===== src/hdl/bwt_pkg.sv =====
`default_nettype none

package bwt_pkg;

  // command codes
  typedef enum logic [2:0] {
    CMD_ADD_BREAK   = 3'd0,
    CMD_ADD_WATCH   = 3'd1,
    CMD_REMOVE      = 3'd2,
    CMD_ENABLE      = 3'd3,
    CMD_DISABLE     = 3'd4,
    CMD_CHECK_EXEC  = 3'd5,
    CMD_CHECK_READ  = 3'd6,
    CMD_CHECK_WRITE = 3'd7
  } cmd_e;

  // breakpoint kinds
  localparam logic [1:0] BRK_PC      = 2'd0;
  localparam logic [1:0] BRK_CYCLE   = 2'd1;
  localparam logic [1:0] BRK_INSTRET = 2'd2;

  // watchpoint kinds
  localparam logic [1:0] WCH_READ  = 2'd0;
  localparam logic [1:0] WCH_WRITE = 2'd1;
  localparam logic [1:0] WCH_RW    = 2'd2;

  // one command beat
  typedef struct packed {
    cmd_e        command;
    logic [1:0]  kind;
    logic [63:0] break_value;
    logic [31:0] address;
    logic [31:0] size;
    logic [31:0] entry_id;
    logic [63:0] pc;
    logic [63:0] cycle;
    logic [63:0] instret;
  } bwt_item_t;

  // one result beat
  typedef struct packed {
    logic [31:0] assigned_id;
    logic        ok;
    logic        hit;
  } bwt_result_t;

endpackage

`default_nettype wire


===== src/hdl/bwt_table.sv =====
`default_nettype none

module bwt_table #(
  parameter int unsigned BREAK_SLOTS = 8,
  parameter int unsigned WATCH_SLOTS = 8
) (
  input  logic                clk_i,
  input  logic                rst_ni,
  input  logic                step_i,
  input  bwt_pkg::bwt_item_t  item_i,
  output bwt_pkg::bwt_result_t result_o
);
  import bwt_pkg::*;

  localparam int unsigned BIW = (BREAK_SLOTS > 1) ? $clog2(BREAK_SLOTS) : 1;
  localparam int unsigned WIW = (WATCH_SLOTS > 1) ? $clog2(WATCH_SLOTS) : 1;

  // table storage
  logic [BREAK_SLOTS-1:0] brk_valid_q;
  logic [31:0]            brk_id_q      [BREAK_SLOTS];
  logic [1:0]             brk_kind_q    [BREAK_SLOTS];
  logic [63:0]            brk_value_q   [BREAK_SLOTS];
  logic                   brk_enabled_q [BREAK_SLOTS];

  logic [WATCH_SLOTS-1:0] wch_valid_q;
  logic [31:0]            wch_id_q      [WATCH_SLOTS];
  logic [31:0]            wch_addr_q    [WATCH_SLOTS];
  logic [31:0]            wch_len_q     [WATCH_SLOTS];
  logic [1:0]             wch_kind_q    [WATCH_SLOTS];
  logic                   wch_enabled_q [WATCH_SLOTS];

  logic [31:0] id_counter_q;

  // lookup results
  logic           brk_free_found, wch_free_found;
  logic [BIW-1:0] brk_free_idx;
  logic [WIW-1:0] wch_free_idx;
  logic           brk_id_found, wch_id_found;
  logic [BIW-1:0] brk_id_idx;
  logic [WIW-1:0] wch_id_idx;
  logic [BREAK_SLOTS-1:0] brk_match;
  logic [WATCH_SLOTS-1:0] wch_match;
  logic [1:0]     own_kind;
  logic [31:0]    acc_end;

  // lowest free slot and lowest slot holding the id, per table
  always_comb begin
    brk_free_found = 1'b0;
    brk_free_idx   = '0;
    brk_id_found   = 1'b0;
    brk_id_idx     = '0;
    for (int i = BREAK_SLOTS - 1; i >= 0; i--) begin
      if (!brk_valid_q[i]) begin
        brk_free_found = 1'b1;
        brk_free_idx   = BIW'(i);
      end
      if (brk_valid_q[i] && (brk_id_q[i] == item_i.entry_id)) begin
        brk_id_found = 1'b1;
        brk_id_idx   = BIW'(i);
      end
    end
  end

  always_comb begin
    wch_free_found = 1'b0;
    wch_free_idx   = '0;
    wch_id_found   = 1'b0;
    wch_id_idx     = '0;
    for (int i = WATCH_SLOTS - 1; i >= 0; i--) begin
      if (!wch_valid_q[i]) begin
        wch_free_found = 1'b1;
        wch_free_idx   = WIW'(i);
      end
      if (wch_valid_q[i] && (wch_id_q[i] == item_i.entry_id)) begin
        wch_id_found = 1'b1;
        wch_id_idx   = WIW'(i);
      end
    end
  end

  // breakpoint compare per slot
  always_comb begin
    for (int i = 0; i < BREAK_SLOTS; i++) begin
      brk_match[i] = brk_valid_q[i] && brk_enabled_q[i] &&
                     (((brk_kind_q[i] == BRK_PC) && (item_i.pc == brk_value_q[i])) ||
                      ((brk_kind_q[i] == BRK_CYCLE) && (item_i.cycle >= brk_value_q[i])) ||
                      ((brk_kind_q[i] == BRK_INSTRET) &&
                       (item_i.instret >= brk_value_q[i])));
    end
  end

  // watchpoint range overlap per slot, sums wrap at 32 bits
  assign own_kind = (item_i.command == CMD_CHECK_READ) ? WCH_READ : WCH_WRITE;
  assign acc_end  = item_i.address + item_i.size;

  always_comb begin
    for (int i = 0; i < WATCH_SLOTS; i++) begin
      wch_match[i] = wch_valid_q[i] && wch_enabled_q[i] &&
                     ((wch_kind_q[i] == own_kind) || (wch_kind_q[i] == WCH_RW)) &&
                     (item_i.address < 32'(wch_addr_q[i] + wch_len_q[i])) &&
                     (wch_addr_q[i] < acc_end);
    end
  end

  // result of the current command
  always_comb begin
    result_o = '0;
    case (item_i.command)
      CMD_ADD_BREAK: begin
        result_o.ok          = brk_free_found;
        result_o.assigned_id = brk_free_found ? id_counter_q : '0;
      end
      CMD_ADD_WATCH: begin
        result_o.ok          = wch_free_found;
        result_o.assigned_id = wch_free_found ? id_counter_q : '0;
      end
      CMD_REMOVE, CMD_ENABLE, CMD_DISABLE: begin
        result_o.ok = brk_id_found || wch_id_found;
      end
      CMD_CHECK_EXEC: begin
        result_o.hit = |brk_match;
      end
      CMD_CHECK_READ, CMD_CHECK_WRITE: begin
        result_o.hit = |wch_match;
      end
      default: begin
        result_o = '0;
      end
    endcase
  end

  // valid bits and id counter
  always_ff @(posedge clk_i or negedge rst_ni) begin
    if (!rst_ni) begin
      brk_valid_q  <= '0;
      wch_valid_q  <= '0;
      id_counter_q <= 32'd1;
    end else if (step_i) begin
      case (item_i.command)
        CMD_ADD_BREAK: begin
          if (brk_free_found) begin
            brk_valid_q[brk_free_idx] <= 1'b1;
            id_counter_q              <= id_counter_q + 32'd1;
          end
        end
        CMD_ADD_WATCH: begin
          if (wch_free_found) begin
            wch_valid_q[wch_free_idx] <= 1'b1;
            id_counter_q              <= id_counter_q + 32'd1;
          end
        end
        CMD_REMOVE: begin
          if (brk_id_found) begin
            brk_valid_q[brk_id_idx] <= 1'b0;
          end else if (wch_id_found) begin
            wch_valid_q[wch_id_idx] <= 1'b0;
          end
        end
        default: begin
        end
      endcase
    end
  end

  // entry payload
  always_ff @(posedge clk_i) begin
    if (step_i) begin
      case (item_i.command)
        CMD_ADD_BREAK: begin
          if (brk_free_found) begin
            brk_id_q[brk_free_idx]      <= id_counter_q;
            brk_kind_q[brk_free_idx]    <= item_i.kind;
            brk_value_q[brk_free_idx]   <= item_i.break_value;
            brk_enabled_q[brk_free_idx] <= 1'b1;
          end
        end
        CMD_ADD_WATCH: begin
          if (wch_free_found) begin
            wch_id_q[wch_free_idx]      <= id_counter_q;
            wch_addr_q[wch_free_idx]    <= item_i.address;
            wch_len_q[wch_free_idx]     <= item_i.size;
            wch_kind_q[wch_free_idx]    <= item_i.kind;
            wch_enabled_q[wch_free_idx] <= 1'b1;
          end
        end
        CMD_ENABLE, CMD_DISABLE: begin
          if (brk_id_found) begin
            brk_enabled_q[brk_id_idx] <= (item_i.command == CMD_ENABLE);
          end else if (wch_id_found) begin
            wch_enabled_q[wch_id_idx] <= (item_i.command == CMD_ENABLE);
          end
        end
        default: begin
        end
      endcase
    end
  end

endmodule

`default_nettype wire


===== src/hdl/breakpoint_watchpoint_table_top.sv =====
`default_nettype none

// Debug trigger table: breakpoint and watchpoint slots with add, remove,
// enable, disable and check commands.
// Input channel: in_valid_i / in_stall_o carry one command beat in in_data_i.
// Output channel: out_valid_o / out_stall_i carry one result beat per command
// in out_data_o. A beat moves at a clock edge with valid high and stall low.
// Path: an accepted command goes into the input register, then through the
// table lookup and update into the result register.
// Throughput: one command per cycle while the receiver does not stall; the
// table lookup, update and all slot comparators are combinational between
// the two registers.
// When the receiver stalls, the result register holds its beat and the
// input register keeps taking one more command; with both full, in_stall_o
// rises until the result is taken.
// Reset empties both tables, sets the id counter to one and drops any beat
// in flight.
module breakpoint_watchpoint_table_top #(
  parameter int unsigned BREAK_SLOTS = 8,
  parameter int unsigned WATCH_SLOTS = 8
) (
  input  logic                 clk_i,
  input  logic                 rst_ni,
  input  logic                 in_valid_i,
  output logic                 in_stall_o,
  input  bwt_pkg::bwt_item_t   in_data_i,
  output logic                 out_valid_o,
  input  logic                 out_stall_i,
  output bwt_pkg::bwt_result_t out_data_o
);
  import bwt_pkg::*;

  logic        in_valid_q;
  bwt_item_t   in_item_q;
  logic        out_valid_q;
  bwt_result_t out_result_q;
  bwt_result_t result;
  logic        advance;
  logic        in_accept;

  // command moves into the table when the result register is empty or its beat is taken
  assign advance    = in_valid_q && (!out_valid_q || !out_stall_i);
  assign in_stall_o = in_valid_q && !advance;
  assign in_accept  = in_valid_i && !in_stall_o;

  // input register
  always_ff @(posedge clk_i or negedge rst_ni) begin
    if (!rst_ni) begin
      in_valid_q <= 1'b0;
    end else if (in_accept) begin
      in_valid_q <= 1'b1;
    end else if (advance) begin
      in_valid_q <= 1'b0;
    end
  end

  always_ff @(posedge clk_i) begin
    if (in_accept) begin
      in_item_q <= in_data_i;
    end
  end

  // table lookup and update
  bwt_table #(
    .BREAK_SLOTS(BREAK_SLOTS),
    .WATCH_SLOTS(WATCH_SLOTS)
  ) u_table (
    .clk_i   (clk_i),
    .rst_ni  (rst_ni),
    .step_i  (advance),
    .item_i  (in_item_q),
    .result_o(result)
  );

  // result register
  always_ff @(posedge clk_i or negedge rst_ni) begin
    if (!rst_ni) begin
      out_valid_q <= 1'b0;
    end else if (advance) begin
      out_valid_q <= 1'b1;
    end else if (!out_stall_i) begin
      out_valid_q <= 1'b0;
    end
  end

  always_ff @(posedge clk_i) begin
    if (advance) begin
      out_result_q <= result;
    end
  end

  assign out_valid_o = out_valid_q;
  assign out_data_o  = out_result_q;

`ifndef ASSERT_OFF
  // input side only stalls while a finished result is held back
  a_stall_cause: assert property (@(posedge clk_i) disable iff (!rst_ni)
    in_stall_o |-> (out_valid_o && out_stall_i))
    else $error("input stalled without a blocked result");

  // a command that enters the table always leaves a result beat
  a_advance_out: assert property (@(posedge clk_i) disable iff (!rst_ni)
    advance |=> out_valid_o)
    else $error("command entered the table but no result followed");

  // a hit comes only from a check, which never reports ok or an id
  a_hit_clean: assert property (@(posedge clk_i) disable iff (!rst_ni)
    (out_valid_o && out_data_o.hit) |-> (!out_data_o.ok && (out_data_o.assigned_id == '0)))
    else $error("hit beat carries ok or an assigned id");

  // an assigned id implies a successful add
  a_id_ok: assert property (@(posedge clk_i) disable iff (!rst_ni)
    (out_valid_o && (out_data_o.assigned_id != '0)) |-> out_data_o.ok)
    else $error("assigned id without ok");
`endif

endmodule

`default_nettype wire


===== config.mk =====
export PLATFORM = sky130hd
export DESIGN_NAME = breakpoint_watchpoint_table_top
export DESIGN_NICKNAME = d
export VERILOG_FILES = /design/src/hdl/bwt_pkg.sv /design/src/hdl/bwt_table.sv /design/src/hdl/breakpoint_watchpoint_table_top.sv
export SDC_FILE = /design/constraint.sdc
export NUM_CORES = 2
export LEC_CHECK = 0
export ABC_AREA = 1
export BUFFER_PORTS_ARGS = -buffer_cell sky130_fd_sc_hd__buf_2
export CAP_MARGIN = 15
export CORE_UTILIZATION = 45
export DETAILED_ROUTE_END_ITERATION = 10
export PLACE_DENSITY = 0.75
export SYNTH_ARGS = -nofsm -noshare
export SYNTH_HDL_FRONTEND = slang
export SYNTH_HIERARCHICAL = 1
export SYNTH_SLANG_ARGS = --single-unit

===== constraint.sdc =====
create_clock -name clk_i -period 12.85 [get_ports clk_i]
set_input_delay 1.285 -clock clk_i [delete_from_list [all_inputs] [get_ports clk_i]]
set_output_delay 1.285 -clock clk_i [all_outputs]
set_load 0.005 [all_outputs]

==> Word level (Yosys, flattened, before mapping) <==
Memories as Yosys holds them, arrays and structs flattened.
Cells that the tools add are included.
Widths: inputs -> output; s select.
{ "word_totals": {"mem_bits_rw": 1584, "input_bits": 361, "out_inout_bits": 36, "reg_bits": 441, "memories": 9} }
{ "memory_table": {"columns": ["name", "depth", "word_bits", "read_ports", "rd_clocked_by_memory_dff", "wr", "line_no", "text"], "rows": [
  ["u_table.brk_value_q", 8, 64, 8, 0, 1, "bwt_table.sv:22", "logic [63:0] brk_value_q [BREAK_SLOTS];"],
  ["u_table.brk_id_q", 8, 32, 8, 0, 1, "bwt_table.sv:20", "logic [31:0] brk_id_q [BREAK_SLOTS];"],
  ["u_table.wch_addr_q", 8, 32, 8, 0, 1, "bwt_table.sv:27", "logic [31:0] wch_addr_q [WATCH_SLOTS];"],
  ["u_table.wch_id_q", 8, 32, 8, 0, 1, "bwt_table.sv:26", "logic [31:0] wch_id_q [WATCH_SLOTS];"],
  ["u_table.wch_len_q", 8, 32, 8, 0, 1, "bwt_table.sv:28", "logic [31:0] wch_len_q [WATCH_SLOTS];"],
  ["u_table.brk_kind_q", 8, 2, 8, 0, 1, "bwt_table.sv:21", "logic [1:0] brk_kind_q [BREAK_SLOTS];"],
  ["3 more memories", null, null, null, null, null, null, null]
]} }
{ "classes": {"n_bitwise": 6, "n_mux": 115, "n_eq_ne": 69, "n_addsub": 10, "n_reduce_logical": 148, "magnitude_cmp": 40} }
{ "op_table": {"columns": ["cell", "n"], "rows": [
  ["$ge 64x64->1", 16],
  ["$eq 32x32->1", 16],
  ["$eq 64x64->1", 8],
  ["$lt 32x32->1", 16],
  ["$add 32x32->32", 9],
  ["$mux 32", 4],
  ["$pmux 32 s2", 2],
  ["$mux 3", 34],
  ["$logic_and 1x1->1", 95],
  ["$mux 1", 62],
  ["$mux 8", 5],
  ["$add 32x1->32 const B", 1],
  ["$eq 2x2->1 const B", 16],
  ["$pmux 8 s2", 2],
  ["$logic_or 1x1->1", 26],
  ["$and 8x8->8", 2],
  ["$eq 2x1->1 const B", 8],
  ["$eq 2x2->1", 8],
  ["$logic_not 2->1", 8],
  ["$lt 3x4->1 const B", 4],
  ["$not 8->8", 2],
  ["$or 8x8->8", 2],
  ["$reduce_or 8->1", 2],
  ["$demux 1 s3", 4],
  ["16 further kinds", 36]
]} }

==> Logic depth before layout (Yosys ltp) <==
An unclocked memory read counts as a cell.
{ "depth": {"ltp_word": 20, "depth_mapped": 27} }

==> Cells and area by module <==
Netlist, hierarchy kept.
{ "by_module_without_submodules": {"columns": ["mod", "instances", "area_per_inst_um2", "cells_each"], "rows": [
  ["bwt_table", 1, 116224.0, 12723],
  ["breakpoint_watchpoint_table_top", 1, 11836.4, 403]
]} }

==> Worst setup path after synthesis <==
OpenSTA, ideal clock, no wires.
{ "synth_timing": {"kind": "input to register", "start": "input out_stall_i", "end": "memory u_table.brk_id_q[1][0], enable pin", "setup_slack_ns": -1.365, "path_buffers": 1, "required_time_ns": 12.055, "cell_stages": 6, "arrival_time_ns": 13.420, "cell_sequence": "a21oi_1 -> inv_1 -> nor3_2 -> inv_1 -> clkbuf_1 -> nor4_1"} }
{ "synth_via": {"elab_chain_cells": 5} }
{ "synth_rtl": {"columns": ["item", "line_no", "text"], "rows": [
  ["from (decl)", "breakpoint_watchpoint_table_top.sv:28", "input logic out_stall_i,"],
  ["$logic_not 1->1", null, null],
  ["$logic_or 1x1->1", "breakpoint_watchpoint_table_top.sv:42", "assign advance = in_valid_q && (!out_valid_q || !out_stall_i);"],
  ["$logic_and 1x1->1", "breakpoint_watchpoint_table_top.sv:42", null],
  ["$mux 1", "bwt_table.sv:167", "if (step_i) begin"],
  ["$mux 1 (not written as such)", "bwt_table.sv:171", "brk_id_q[brk_free_idx] <= id_counter_q;"],
  ["to (decl)", "bwt_table.sv:20", null]
]} }
No other way between the ends.

==> reports/qor.csv <==
metric;value;unit
status;finished, final reports clean;
final hold violations;0;
Seq cells post-synth;2025;
IO buf count;396;
min Tclk post-route;5.723;ns
number of placed instances with taps included;17291;
instance count on the critical path;25;
Layout Nets;15948;
Area Growth Syn to Fin;11.47;%
CP most frequent cell;nand2_1;
Max Slew Vio Count;0;
GRT Util Overall;0.2845;
crit end category;flip-flop;
arrival time of the worst setup path;6.51;ns
vias after detailed routing;100733;
post-synth top area share;0.4631;
CTS clock-pin slew for the worst setup and hold paths;0.07;ns
first drt pass iteration count;8;
Die Area;286700;um^2
setup tns final;0;ns
critical path class;flip-flop to flip-flop;
final worst-path cycle share;0.4453;
Seq/Total Area, Yosys;0.4729;
asr flop ratio synth;0.02469;
DRC violations left;0;
Net Count, Synth;15296;
Post-CTS Hold Fix Bufs;0;
grt peak-use layer;met2;
Max VDD drop;0.1365;mV
DP HPWL;308.2;mm
Mean Syn Cell Area;9.756;um^2
number of buffers created by CTS;226;
Mapped Area;128100;um^2
GR Layer Usage met2;0.4385;
maximum clock path buffer count;4;
io pins;397;
initial antenna violation count;31;
DRT iter0 DRCs;11580;
Crit path max-delay family;compound AO/OA/AOI/OAI gates;
CTS tree;built;
global route overflow;0;
cts repair resizes;0;
slowest CP cell;edfxtp_1;
crit path max fanout;18;
WL per Instance;23.72;um
Synthesis Warnings;6;
Final ANT Viol Nets;0;
Mapped Cells;13126;
Post-CTS Setup Bufs;0;
pin count of the biggest net entering global routing;81;
Finished Cell Area;142700;um^2
clock sinks;2025;
EDFF count, synth;1975;
RSZ-0062 raised after global routing;false;
Buf/Inv on CP;2;
top cells by area, synth;edfxtp_1 46%, ha_1 18%, nand2_1 8.1%, inv_1 4.2%, a21oi_1 4.1%;
slowest stage delay, CP;0.85;ns
Root Driver;clkbuf_16;
Placeable Area;282500;um^2
Synth area leader;edfxtp_1;
highest clock rate;174.7;MHz
ys flop type;edfxtp_1;
Rows;195;
vias in the first global route;94809;
final instance count without filler cells;17710;
max cap viols;0;
Worst-Margin Slew;1.184;ns
H-tree depth;4;
global-route wire length before repair;603.9;mm
Worst setup SP type;flip-flop;
Die X;535.5;um
worst hold path stage count;1;
share of layout cells above drive strength 1;0.07381;
class of the worst hold path;input pin to flip-flop;
DP Area;135300;um^2
Initial Utilization;0.4533;
gpl congestion;1.007;
Die Y;535.5;um
R2R cell count;25;
Skew-Pair Late Insertion Delay;0.94;ns
post-synth cell types;61;
met3 Use GR;0.05084;
Max-slew headroom;0.2081;
Final Skew;0.1112;ns
LEAKAGE;61.82;nW
vias per std cell;5.688;
worst path required time;13.64;ns
setup violators final;0;
grt met1 use;0.3838;
final wirelength;420.1;mm
pwr dens;114.3;nW/um^2
layer usage:
metal / vias to the layer above / part of all wire / wire length, um
met4: 16 / 0.056 / 23530
met1: 47390 / 0.40 / 170000
met3: 1137 / 0.11 / 45440
met5: - / 0.00023 / 96
met2: 5520 / 0.43 / 181000
li1: 46670 / - / -
synth_stat cells, types with 10 or more instances:
library cell / number
o21a_1: 121
o221ai_1: 11
clkbuf_1: 45
o211ai_1: 22
inv_2: 21
nor2_1: 1186
xor2_1: 549
a21o_1: 35
nand3b_1: 17
or2_2: 42
xnor2_1: 331
nor3b_1: 10
nand4_1: 209
nor4_1: 33
ha_1: 1800
buf_2: 58
a21oi_1: 1059
a21boi_0: 44
nand3_1: 278
nand2_1: 2755
o21ai_1: 33
edfxtp_1: 1975
o21ai_0: 543
o21bai_1: 36
nand2_2: 10
a211oi_1: 32
buf_4: 18
nor3_1: 132
dfrtp_1: 49
a31oi_1: 85
inv_1: 1440
o2111ai_1: 11
buf_6: 16
layout by cell type (no fill, tap or decap), types with 12 or more instances in the layout:
cell / instances
a211oi_1: 32
a21boi_0: 44
a21o_1: 35
a21oi_1: 1058
a31oi_1: 85
buf_2: 396
buf_4: 169
bufinv_16: 21
clkbuf_1: 42
clkbuf_16: 229
clkinv_1: 28
clkinv_2: 37
clkinvlp_4: 20
dfrtp_1: 47
diode_2: 12
edfxtp_1: 1975
ha_1: 1800
inv_1: 1437
inv_2: 21
nand2_1: 2755
nand3_1: 278
nand3b_1: 17
nand4_1: 209
nor2_1: 1178
nor2_4: 14
nor3_1: 128
nor4_1: 31
o211ai_1: 22
o21a_1: 121
o21ai_0: 543
o21ai_1: 33
o21bai_1: 36
or2_2: 42
xnor2_1: 331
xor2_1: 549
state kept, by name, summed over array words and instances, names as in the netlist, 32 cells and up:
name and flops:
u_table/brk_value_q 512, in_item_q 357, u_table/brk_id_q 256, u_table/wch_addr_q 256, u_table/wch_id_q 256, u_table/wch_len_q 256, out_data_o 34, u_table/id_counter_q 32
per-stage QoR:
step / power (mW) / hold slack (ns) / setup WS, ns / util
finish: 16.32 / 0.5130 / 7.127 / 0.5052
detailed placement: 9.829 / 0.5261 / 7.279 / 0.4790
CTS: 16.34 / 0.4750 / 7.238 / 0.5051
global placement: 9.783 / 0.5275 / 7.274 / 0.4790
global route: 16.82 / 0.5080 / 6.695 / 0.5051
floorplan: 8.931 / 0.4658 / 1.391 / -
area by class of cell:
type,count,area [um^2]
timing repair buffer,566,3258
inverter,1462,5505
clock buffer,276,5957
sequential,2025,60560
clock inverter,129,1409
antenna,12,30.03
tap,3743,4683
multi-input combinational,9497,61340
fill,25224,139800
cell families after synthesis:
| group | after synthesis | share of synthesized area |
|---|---|---|
| AO/OA/AOI/OAI | 2084 | 0.08994 |
| XOR/XNOR | 880 | 0.06019 |
| buffers and inverters | 1604 | 0.04907 |
| flip-flops | 2025 | 0.4729 |
| AND/OR/NAND/NOR | 4724 | 0.1506 |
| adder cells (fa/ha/maj) | 1809 | 0.1773 |
where the power goes:
| part | switching, mW | total (mW) | internal, mW |
|---|---|---|---|
| sequential | 0.306 | 7.76 | 7.45 |
| combinational | 1.34 | 2.01 | 0.672 |
| clock | 2.83 | 6.56 | 3.73 |
worst paths after layout:
check	endpoint	start	slack [ns]
worst max-delay path	out_data_o[0]	in_item_q[257]	7.13
worst min-delay path	in_item_q[203]	in_data_i[203]	0.51
worst max register to register	out_data_o[0]	in_item_q[257]	7.13
worst min register to register	out_valid_o	in_valid_q	0.56
max in group asynchronous	u_table/brk_valid_q[4]	rst_ni	11.74
min in group asynchronous	u_table/id_counter_q[5]	rst_ni	0.52
Power figures use the tool's default switching activity.
